===== config.mk =====
export PLATFORM = sky130hd
export DESIGN_NAME = sequenced_record_slot_store
export DESIGN_NICKNAME = d
export VERILOG_FILES = /design/src/sv/srss_pkg.sv /design/src/sv/sequenced_record_slot_store.sv /design/src/sv/srss_ctrl.sv /design/src/sv/srss_dp.sv
export SDC_FILE = /design/constraint.sdc
export NUM_CORES = 1
export LEC_CHECK = 0
export BUFFER_PORTS_ARGS = -buffer_cell sky130_fd_sc_hd__buf_2
export CORE_ASPECT_RATIO = 0.9
export CORE_MARGIN = 2
export CORE_UTILIZATION = 33
export DETAILED_ROUTE_END_ITERATION = 8
export HOLD_SLACK_MARGIN = 0.1
export SLEW_MARGIN = 20
export SYNTH_ARGS = -nofsm -noshare
export SYNTH_HDL_FRONTEND = slang
export SYNTH_SLANG_ARGS = --single-unit

===== constraint.sdc =====
create_clock -name clk -period 17.2 [get_ports clk]
set_clock_uncertainty 0.1 [all_clocks]
set_input_delay 1.72 -clock clk [delete_from_list [all_inputs] [get_ports clk]]
set_output_delay 1.72 -clock clk [all_outputs]
set_load 0.005 [all_outputs]

===== src/sv/srss_pkg.sv =====
// shared types, codes and helper functions of the sequenced record slot store
package srss_pkg;

	// request kinds
	localparam logic [1:0] REQ_WRITE = 2'd0;
	localparam logic [1:0] REQ_READ  = 2'd1;

	// result status codes
	localparam logic [1:0] ST_OK        = 2'd0;
	localparam logic [1:0] ST_INVALID   = 2'd1;
	localparam logic [1:0] ST_NOT_FOUND = 2'd2;

	// name limits and excluded characters
	localparam logic [7:0] NAME_MIN    = 8'h21;
	localparam logic [7:0] NAME_MAX    = 8'h7E;
	localparam logic [7:0] NAME_COMMA  = 8'h2C;
	localparam logic [7:0] NAME_EQUALS = 8'h3D;

	// serial-number half range and sequence start value
	localparam logic [7:0] SEQ_HALF = 8'd128;
	localparam logic [7:0] SEQ_INIT = 8'd1;

	// commands from controller to datapath
	typedef struct packed {
		logic load;
		logic step;
		logic finish;
	} srss_cmd_t;

	// status from datapath to controller
	typedef struct packed {
		logic last;
	} srss_stat_t;

	// printable name check
	function automatic logic name_ok(input logic [7:0] n);
		return (n >= NAME_MIN) && (n <= NAME_MAX) && (n != NAME_COMMA) && (n != NAME_EQUALS);
	endfunction

	// a is newer than b under modulo-256 serial arithmetic
	function automatic logic seq_newer(input logic [7:0] a, input logic [7:0] b);
		logic [7:0] d;
		d = a - b;
		return (d != 8'd0) && (d < SEQ_HALF);
	endfunction

endpackage


===== src/sv/sequenced_record_slot_store.sv =====
// Sequenced record slot store. A request is taken at a rising edge with start high and busy
// low. busy then stays high while the controller walks the slot table one slot per clock. The
// result registers load at the edge that ends the finish state after the walk, and the result
// beat is taken at the edge after that. It stays on the result ports for exactly one cycle,
// marked by done. The receiver cannot stall, so sample the result when done is high. busy is
// low again in the done cycle, so the next request may be issued there. Each request passes
// through the accepting idle cycle, the slot walk and the finish state, so a new request is
// taken only once the last one is through.
module sequenced_record_slot_store #(
	parameter int SLOT_COUNT = 4
) (
	input  logic        clk,
	input  logic        arst_n,
	input  logic        start,
	output logic        busy,
	input  logic [1:0]  req_type,
	input  logic [7:0]  rec_name,
	input  logic [15:0] rec_value,
	output logic        done,
	output logic [1:0]  status,
	output logic [7:0]  out_seq,
	output logic [7:0]  out_name,
	output logic [15:0] out_value
);
	import srss_pkg::*;

	srss_cmd_t  cmd;
	srss_stat_t stat;

	// controller
	srss_ctrl u_ctrl (
		.clk    (clk),
		.arst_n (arst_n),
		.start  (start),
		.stat   (stat),
		.cmd    (cmd),
		.busy   (busy)
	);

	// datapath
	srss_dp #(
		.SLOT_COUNT (SLOT_COUNT)
	) u_dp (
		.clk       (clk),
		.arst_n    (arst_n),
		.cmd       (cmd),
		.stat      (stat),
		.req_type  (req_type),
		.rec_name  (rec_name),
		.rec_value (rec_value),
		.done      (done),
		.status    (status),
		.out_seq   (out_seq),
		.out_name  (out_name),
		.out_value (out_value)
	);

endmodule


===== src/sv/srss_ctrl.sv =====
// controller state machine: accept, walk the slots, finish
module srss_ctrl (
	input  logic                   clk,
	input  logic                   arst_n,
	input  logic                   start,
	input  srss_pkg::srss_stat_t   stat,
	output srss_pkg::srss_cmd_t    cmd,
	output logic                   busy
);
	import srss_pkg::*;

	typedef enum logic [2:0] {
		S_IDLE   = 3'b001,
		S_SCAN   = 3'b010,
		S_FINISH = 3'b100
	} state_t;

	state_t state_q, state_d;

	// state register
	always_ff @(posedge clk or negedge arst_n) begin
		if (!arst_n) begin
			state_q <= S_IDLE;
		end else begin
			state_q <= state_d;
		end
	end

	// next state and commands
	always_comb begin
		state_d    = state_q;
		cmd.load   = 1'b0;
		cmd.step   = 1'b0;
		cmd.finish = 1'b0;
		busy       = 1'b1;
		case (state_q)
			S_IDLE: begin
				busy = 1'b0;
				if (start) begin
					cmd.load = 1'b1;
					state_d  = S_SCAN;
				end
			end
			S_SCAN: begin
				cmd.step = 1'b1;
				if (stat.last) begin
					state_d = S_FINISH;
				end
			end
			S_FINISH: begin
				cmd.finish = 1'b1;
				state_d    = S_IDLE;
			end
			default: begin
				state_d = S_IDLE;
			end
		endcase
	end

endmodule


===== src/sv/srss_dp.sv =====
// datapath: request registers, slot table, slot walk and result registers
module srss_dp #(
	parameter int SLOT_COUNT = 4
) (
	input  logic                   clk,
	input  logic                   arst_n,
	input  srss_pkg::srss_cmd_t    cmd,
	output srss_pkg::srss_stat_t   stat,
	input  logic [1:0]             req_type,
	input  logic [7:0]             rec_name,
	input  logic [15:0]            rec_value,
	output logic                   done,
	output logic [1:0]             status,
	output logic [7:0]             out_seq,
	output logic [7:0]             out_name,
	output logic [15:0]            out_value
);
	import srss_pkg::*;

	localparam int IDX_W = (SLOT_COUNT > 1) ? $clog2(SLOT_COUNT) : 1;
	localparam logic [IDX_W-1:0] IDX_LAST = IDX_W'(SLOT_COUNT - 1);

	// slot table
	logic [SLOT_COUNT-1:0] slot_valid_q;
	logic [7:0]            slot_seq_q   [SLOT_COUNT];
	logic [7:0]            slot_name_q  [SLOT_COUNT];
	logic [15:0]           slot_value_q [SLOT_COUNT];
	logic [7:0]            next_seq_q;

	// captured request
	logic [1:0]  type_q;
	logic [7:0]  name_q;
	logic [15:0] value_q;
	logic        req_ok_q;

	// walk state
	logic [IDX_W-1:0] idx_q;
	logic             empty_found_q;
	logic [IDX_W-1:0] empty_idx_q;
	logic [IDX_W-1:0] vic_idx_q;
	logic [7:0]       vic_seq_q;
	logic             hit_found_q;
	logic [7:0]       hit_seq_q;
	logic [15:0]      hit_value_q;

	// current slot as seen by the walk
	logic        cur_valid;
	logic [7:0]  cur_seq;
	logic [7:0]  cur_name;
	logic [15:0] cur_value;
	logic        cur_match;
	logic [IDX_W-1:0] wr_idx;

	assign cur_valid = slot_valid_q[idx_q];
	assign cur_seq   = slot_seq_q[idx_q];
	assign cur_name  = slot_name_q[idx_q];
	assign cur_value = slot_value_q[idx_q];
	assign cur_match = cur_valid && (cur_name == name_q);
	assign wr_idx    = empty_found_q ? empty_idx_q : vic_idx_q;
	assign stat.last = (idx_q == IDX_LAST);

	// request capture
	always_ff @(posedge clk) begin
		if (cmd.load) begin
			type_q  <= req_type;
			name_q  <= rec_name;
			value_q <= rec_value;
		end
	end

	// request check and walk flags
	always_ff @(posedge clk or negedge arst_n) begin
		if (!arst_n) begin
			req_ok_q      <= 1'b0;
			idx_q         <= '0;
			empty_found_q <= 1'b0;
			hit_found_q   <= 1'b0;
		end else if (cmd.load) begin
			req_ok_q      <= ((req_type == REQ_WRITE) || (req_type == REQ_READ))
				&& name_ok(rec_name);
			idx_q         <= '0;
			empty_found_q <= 1'b0;
			hit_found_q   <= 1'b0;
		end else if (cmd.step) begin
			idx_q <= idx_q + 1'b1;
			if (!cur_valid) begin
				empty_found_q <= 1'b1;
			end
			if (cur_match) begin
				hit_found_q <= 1'b1;
			end
		end
	end

	// walk payload: first empty, oldest victim, newest name match
	always_ff @(posedge clk) begin
		if (cmd.step) begin
			if (!cur_valid && !empty_found_q) begin
				empty_idx_q <= idx_q;
			end
			if ((idx_q == '0) || seq_newer(vic_seq_q, cur_seq)) begin
				vic_idx_q <= idx_q;
				vic_seq_q <= cur_seq;
			end
			if (cur_match && (!hit_found_q || seq_newer(cur_seq, hit_seq_q))) begin
				hit_seq_q   <= cur_seq;
				hit_value_q <= cur_value;
			end
		end
	end

	// slot valid bits and running sequence
	always_ff @(posedge clk or negedge arst_n) begin
		if (!arst_n) begin
			slot_valid_q <= '0;
			next_seq_q   <= SEQ_INIT;
		end else if (cmd.finish && req_ok_q && (type_q == REQ_WRITE)) begin
			slot_valid_q[wr_idx] <= 1'b1;
			next_seq_q           <= next_seq_q + 8'd1;
		end
	end

	// slot data write
	always_ff @(posedge clk) begin
		if (cmd.finish && req_ok_q && (type_q == REQ_WRITE)) begin
			slot_seq_q[wr_idx]   <= next_seq_q;
			slot_name_q[wr_idx]  <= name_q;
			slot_value_q[wr_idx] <= value_q;
		end
	end

	// result strobe
	always_ff @(posedge clk or negedge arst_n) begin
		if (!arst_n) begin
			done <= 1'b0;
		end else begin
			done <= cmd.finish;
		end
	end

	// result beat
	always_ff @(posedge clk) begin
		if (cmd.finish) begin
			if (!req_ok_q) begin
				status    <= ST_INVALID;
				out_seq   <= 8'd0;
				out_name  <= 8'd0;
				out_value <= 16'd0;
			end else if (type_q == REQ_WRITE) begin
				status    <= ST_OK;
				out_seq   <= next_seq_q;
				out_name  <= name_q;
				out_value <= value_q;
			end else if (hit_found_q) begin
				status    <= ST_OK;
				out_seq   <= hit_seq_q;
				out_name  <= name_q;
				out_value <= hit_value_q;
			end else begin
				status    <= ST_NOT_FOUND;
				out_seq   <= 8'd0;
				out_name  <= name_q;
				out_value <= 16'd0;
			end
		end
	end

endmodule


==> reports/results.tsv, run 1 <==
stage	metric	value	unit
global_routing	GRT Residual Overflow	0	
global_routing	GRT Total Usage	12.48	%
pwr	clock power share	37.5	%
synth	largest cells by area after synthesis	edfxtp_1 (70%), mux4_2 (5.6%), dfrtp_1 (4.9%)	
synth	share of the synthesized area in the top cell type	69.86	%
route	DR WL/cell	18.81	µm
worst_setup_path	startpoint types	register	
worst_setup_path	Setup CP Type	register to register	
route	vias	4933	
route	DRT iter0 DRCs	386	
synth	FFs w/ async S/R, synth	8.571	%
clocking	TritonCTS buffer count	26	
floorplanning	# IOs	65	
global_routing	largest net degree at the start of global routing	37	
place	gpl congestion	0.8483	
layout	fillers	2565	
floorplanning	Die W	184.1	µm
worst_setup_path	Crit Path Max Fanout	20	
synth	commonest register cell after synthesis	edfxtp_1	
clocking	H-tree depth	1	
layout	Reg area	7257	µm²
timing	Max Freq	218.7	MHz
pwr	sw frac	24.85	%
timing	Final Hold Violating Endpoints	0	
pwr	internal power	0.001182	W
clocking	CTS tree	yes	
place	IO buf count	64	
run	Max Cap Viol	0	
global_routing	first-pass GRT wire length	29.68	mm
route	1st-pass router iterations	4	
synth	yosys warns	0	
route	Remaining DRCs	0	
timing	fin crit period	4572	ps
timing	Period Utilization, post-route	26.58	%
timing	Pins Over Slew Limit	0	
pwr	sequential power share	47.6	%
timing	TNS Setup	0	ps
status	run status	finished clean	
synth	Avg Inst Size Synth	18.73	µm²
pwr	combinational share of power	14.9	%
timing	worst slew pin tran	1011	ps
worst_setup_path	endpoint type of the worst setup path	register	
synth	Seq/Total Area, Yosys	75.35	%
synth	Synth Instances	514	
floorplanning	Initial Util	33.44	%
floorplanning	Core Box Area	28790	µm²
synth	Syn Nets	562	
layout	share of cells above drive strength 1	26.24	%
clocking	CTS sink count	245	
clocking	Worst-path clk slew	60	ps
pwr	Pleak	3.976	nW
synth	cell taking the most area after synthesis	edfxtp_1	
worst_setup_path	Req. time, crit path	17300	ps
synth	synthesis-stage register bit count	245	
worst_setup_path	Critical Path AT	4670	ps
route	WL final	18.64	mm
synth	Post-Syn Area	9628	µm²
route	antenna viol nets, final	0	
clocking	Max clock buf depth	3	
global_routing	initial antenna violation count	0	
pwr	maximum VDD drop	70.38	µV
place	Post-DP Area	10480	µm²
synth	EDFF count, synth	224	
timing	worst rel slew slack	32.42	%
pwr	Cell Pwr Density	137.2	nW/µm²
layout	cell area after layout	11470	µm²
floorplanning	Die Footprint	30560	µm²
global_routing	number of global-route vias before repair	5265	
layout	Multi-input gate area	2273	µm²
layout	n_diodes	0	
clocking	post-cts gate resize count	0	
timing	Final Setup Violations	0	
synth	count of different cell masters after synthesis	49	
pwr	NetSw	0.0003910	W
clocking	setup repair bufs after CTS	0	
clocking	worst skew pair latency	530	ps
place	HPWL after detailed placement	11.99	mm
floorplanning	Row Count	59	
min_path	Hold Crit Class	register to register	
route	Via-to-Cell Ratio	4.978	
layout	nets	653	
clocking	Root Driver	clkbuf_16	
timing	RSZ-0062 raised after global routing	no	
clocking	Hold Buf Count CTS	0	
floorplanning	chip height	166.0	µm
layout	Area Overhead vs Synth	19.13	%
sequential cells by signal (all words and copies together), names as in the netlist, 8 cells and up:
signal,cells
u_dp.out_seq,8
u_dp.next_seq_q,8
u_dp.slot_seq_q,32
u_dp.hit_value_q,16
u_dp.out_value,16
u_dp.hit_seq_q,8
u_dp.vic_seq_q,8
u_dp.name_q,8
u_dp.slot_value_q,64
u_dp.value_q,16
u_dp.slot_name_q,32
u_dp.out_name,8
cells by family (layout without fill, tap and decap cells):
logic type | after synthesis | after routing | share of synthesized area (%)
buffers and inverters | 37 | 148 | 1.728
and+or+nand+nor | 85 | 85 | 4.613
muxes | 44 | 44 | 8.733
xor gates and xnor gates | 27 | 27 | 2.456
DFF | 245 | 245 | 75.35
adders and majority gates | 19 | 19 | 2.625
AOI/OAI and AO/OA | 57 | 57 | 4.496
final cells by class:
type	instances	share of cell area, %
Sequential cell	245	63.27
Multi-Input combinational cell	232	19.82
Clock buffer	42	7.156
Tap cell	366	3.993
Timing Repair Buffer	75	3.927
Clock inverter	6	1.015
Inverter	25	0.8181
layer usage:
| layer | GRT usage, % | vias up | routed length [µm] | part of all wire, % |
|---|---|---|---|---|
| li1 | - | 2208 | - | - |
| met3 | 2.083 | 40 | 1128 | 6.1 |
| met2 | 20.72 | 156 | 9066 | 49 |
| met1 | 16.91 | 2529 | 8081 | 43 |
| met5 | 0 | - | 0 | 0 |
| met4 | 3.687 | 0 | 365 | 2.0 |
power by group through the flow:
stage	logic [W]	registers (W)	clock network, W
finish	0.000234	0.000750	0.000589
global route	0.000258	0.000756	0.000629
CTS	0.000235	0.000750	0.000606
detailed placement	0.000234	0.000763	0
global placement	0.000225	0.000760	0
floorplan	0.000189	0.000735	0
cells in the mapped netlist, types with 4 or more instances:
| cell | count |
|---|---|
| mux2i_1 | 12 |
| buf_2 | 4 |
| o21ai_0 | 4 |
| and3_1 | 4 |
| clkbuf_1 | 5 |
| dfrtp_1 | 19 |
| or2_2 | 5 |
| edfxtp_1 | 224 |
| ha_1 | 17 |
| nor3_1 | 11 |
| a21oi_1 | 11 |
| a22o_1 | 23 |
| nor2_1 | 18 |
| xnor2_1 | 13 |
| xor2_1 | 14 |
| nor2b_1 | 4 |
| mux4_2 | 24 |
| inv_1 | 25 |
| nand3_1 | 4 |
| nand2_1 | 17 |
| and2_1 | 9 |
| mux4_1 | 6 |
worst max-delay path: stages, from the launching register on:
cell and delay (ps):
dfrtp_2 740, buf_4 450, mux4_1 730, ha_1 340, nor2b_1 120, o21ai_0 190, o22ai_1 140, o41ai_1 360
xnor2_1 190, a221oi_4 460, buf_4 370
worst paths after layout:
path | cells after the start | startpoint | slack [ps] | endpoint
max in group asynchronous | 1 | arst_n | 15560 | u_dp.idx_q[1]
max reg2reg | 10 | u_dp.idx_q[0] | 12630 | u_dp.hit_value_q[8]
min reg2reg | 1 | u_dp.slot_valid_q[2] | 370 | u_dp.slot_valid_q[2]
min | 1 | u_dp.slot_valid_q[2] | 370 | u_dp.slot_valid_q[2]
min in group asynchronous | 1 | arst_n | 1060 | u_dp.done
max | 10 | u_dp.idx_q[0] | 12630 | u_dp.hit_value_q[8]
per-stage QoR:
stage	power (W)	util, %	hold WS (ps)	std cells	worst slack (ps)
finish	0.001573	39.84	371.9	991	12630
global route	0.001643	39.84	390.6	991	12260
CTS	0.001591	39.67	372.7	989	12550
detailed placement	0.0009969	36.41	357.3	941	12570
global placement	0.0009849	36.32	347.3	940	12680
floorplan	0.0009233	-	330.0	514	10660
cell usage in the layout, fill, tap and decap left out, types with 4 or more instances in the layout:
cell,count
inv_1,25
nand2_1,17
nand3_1,4
dfrtp_1,17
a22o_1,23
xnor2_1,13
mux4_1,6
mux2i_1,12
buf_4,8
ha_1,17
a21oi_1,11
xor2_1,14
nor2b_1,4
and2_1,9
edfxtp_1,224
nor3_1,8
or2_2,5
clkbuf_16,26
clkbuf_8,11
buf_2,64
o21ai_0,4
mux4_2,24
clkbuf_1,5
nor2_1,15
and3_1,4
(Power assumes the default switching activity.)
==> inputs of run 2 (changes only) <==
clock period = 4.7 ns   (was 17.2 ns; I/O delays follow)
==> run 2 against run 1 <==
Largest power group unchanged; register-to-register slack got worse by 12000 ps; power increased to 3.8 times the previous value; sequential cell count unchanged; wire length increased by 2.7%; critical path type unchanged; non-clock buffer count increased by 29; sequential share of layout area decreased by 2.0 points; first-iteration DRC count decreased by 18%; via count increased by 0.16%; cell count increased by 3.1%; clock power increased to 4.0 times the previous value.
==> reports/results.tsv, run 2 (synthesis gave the netlist of run 1 again) <==
stage	metric	value	unit
status	run status	finished clean	
worst_setup_path	Req. time, crit path	4830	ps
place	gpl congestion	0.8186	
clocking	setup repair bufs after CTS	0	
layout	nets	683	
route	Via-to-Cell Ratio	4.835	
place	HPWL after detailed placement	12.09	mm
floorplanning	Core Box Area	28790	µm²
pwr	Pleak	4.122	nW
timing	worst rel slew slack	31.27	%
worst_setup_path	Critical Path AT	4140	ps
min_path	Hold Crit Class	input port to register	
global_routing	GR peak layer	met2	
layout	biggest registers after layout	u_dp.slot_value_q: 64 flops, u_dp.slot_name_q: 32 flops, u_dp.slot_seq_q: 32 flops	
place	Post-DP Area	10520	µm²
timing	fin crit period	4013	ps
global_routing	initial antenna violation count	0	
route	antenna viol nets, final	0	
timing	Min Hold Slack	209.6	ps
route	DRT iter0 DRCs	318	
layout	share of cells above drive strength 1	25.30	%
layout	most frequent cells in the layout	edfxtp_1 (224), buf_2 (64), clkbuf_16 (27), dlygate4sd3_1 (27), inv_1 (25)	
floorplanning	Initial Util	33.44	%
global_routing	met2 Track Usage GR	21.36	%
route	DR WL/cell	18.73	µm
clocking	TritonCTS buffer count	27	
timing	worst slew pin tran	1029	ps
floorplanning	Die Footprint	30560	µm²
worst_setup_path	endpoint type of the worst setup path	register	
floorplanning	Row Count	59	
place	IO buf count	64	
pwr	maximum VDD drop	242.7	µV
global_routing	GRT Total Usage	12.62	%
layout	Reg area	7257	µm²
worst_setup_path	Setup CP Type	register to register	
pwr	Cell Pwr Density	503.1	nW/µm²
layout	Area Overhead vs Synth	23.00	%
clocking	CTS tree	yes	
floorplanning	chip height	166.0	µm
layout	max reg flops	64	
worst_setup_path	startpoint types	register	
layout	cell area after layout	11840	µm²
route	vias	4941	
layout	fillers	2572	
route	Remaining DRCs	0	
timing	RSZ-0062 raised after global routing	no	
layout	n_diodes	0	
layout	Multi-input gate area	2273	µm²
global_routing	met1 usage	16.90	%
floorplanning	# IOs	65	
layout	most common cell after layout, fill and taps aside	edfxtp_1	
run	Max Cap Viol	0	
clocking	Worst-path clk slew	60	ps
clocking	Max clock buf depth	3	
clocking	worst skew pair latency	530	ps
timing	Period Utilization, post-route	85.38	%
worst_setup_path	Crit Path Max Fanout	17	
clocking	Root Driver	clkbuf_16	
floorplanning	Die W	184.1	µm
timing	Pins Over Slew Limit	0	
timing	Final Hold Violating Endpoints	0	
timing	Max Freq	249.2	MHz
global_routing	number of global-route vias before repair	5465	
layout	Biggest register	u_dp.slot_value_q	
clocking	H-tree depth	1	
global_routing	first-pass GRT wire length	30.30	mm
global_routing	largest net degree at the start of global routing	34	
route	WL final	19.15	mm
global_routing	met3 Usage GRT	2.325	%
global_routing	GRT Residual Overflow	0	
timing	Final Setup Violations	0	
route	1st-pass router iterations	4	
clocking	CTS sink count	245	
[run 2: cell count changes in the layout (fill, tap and decap cells not counted), moves of 2 or more]
cell           change
buf_12             +3
inv_6              +2
clkinv_2           +2
dlygate4sd3_1     +27
clkbuf_8          -11
clkinvlp_4         +2
bufinv_16          +5
[run 2: worst max-delay path: stages, from the launching register on]
cell and delay [ps]:
dfrtp_2 370, buf_4 300, mux4_2 610, inv_1 90, ha_1 180, nor2b_1 50, o21ai_0 250, o22ai_1 170
o41ai_1 470, xnor2_1 210, a221oi_4 650, buf_12 250
[run 2: layout make-up]
| cell class | count | area share, % |
|---|---|---|
| clock buffers | 33 | 5.895 |
| clock inverters | 17 | 2.504 |
| inverters | 25 | 0.7924 |
| multi-input cells | 232 | 19.20 |
| flip-flops and latches | 245 | 61.28 |
| well taps | 366 | 3.867 |
| repair buffers | 104 | 6.466 |
[run 2: path summary, 6_finish.rpt]
path,end,startpoint,cells past startpoint,slack [ps]
setup / recovery,u_dp.hit_value_q[3],u_dp.idx_q[0],11,690
hold / removal,u_ctrl.state_q[1],start,3,210
setup reg to reg,u_dp.hit_value_q[3],u_dp.idx_q[0],11,690
hold reg to reg,u_dp.slot_valid_q[3],u_dp.slot_valid_q[3],1,370
max in group asynchronous,u_dp.idx_q[1],arst_n,2,3750
min in group asynchronous,u_dp.slot_valid_q[2],arst_n,2,360
[run 2: metrics by stage]
step	std cells	TNS [ps]	utilization, %	setup slack (ps)	total power [W]
final	1022	0	41.13	687.0	0.005958
after global placement	943	0	36.55	991.6	0.003617
after global routing	1022	0	41.13	453.2	0.006202
after CTS	1020	0	40.94	655.1	0.006021
after detailed placement	943	0	36.55	701.0	0.003659
after floorplan	514	-28730	-	-436.6	0.003380
[run 2: routing by layer]
layer	share of wire (%)	wire (µm)
met5	0	0
met4	1.6	313
met3	4.7	909
met2	50	9479
met1	44	8445
[run 2: where the power goes]
part           internal [W]  switching (W)
clock network       0.00150       0.000835
logic              0.000410       0.000503
registers           0.00258       0.000133
[run 2: what timing repair did]
item,in CTS,in global routing
resized for setup,0,0
hold endpoints to repair,45,0
hold buffers,27,0
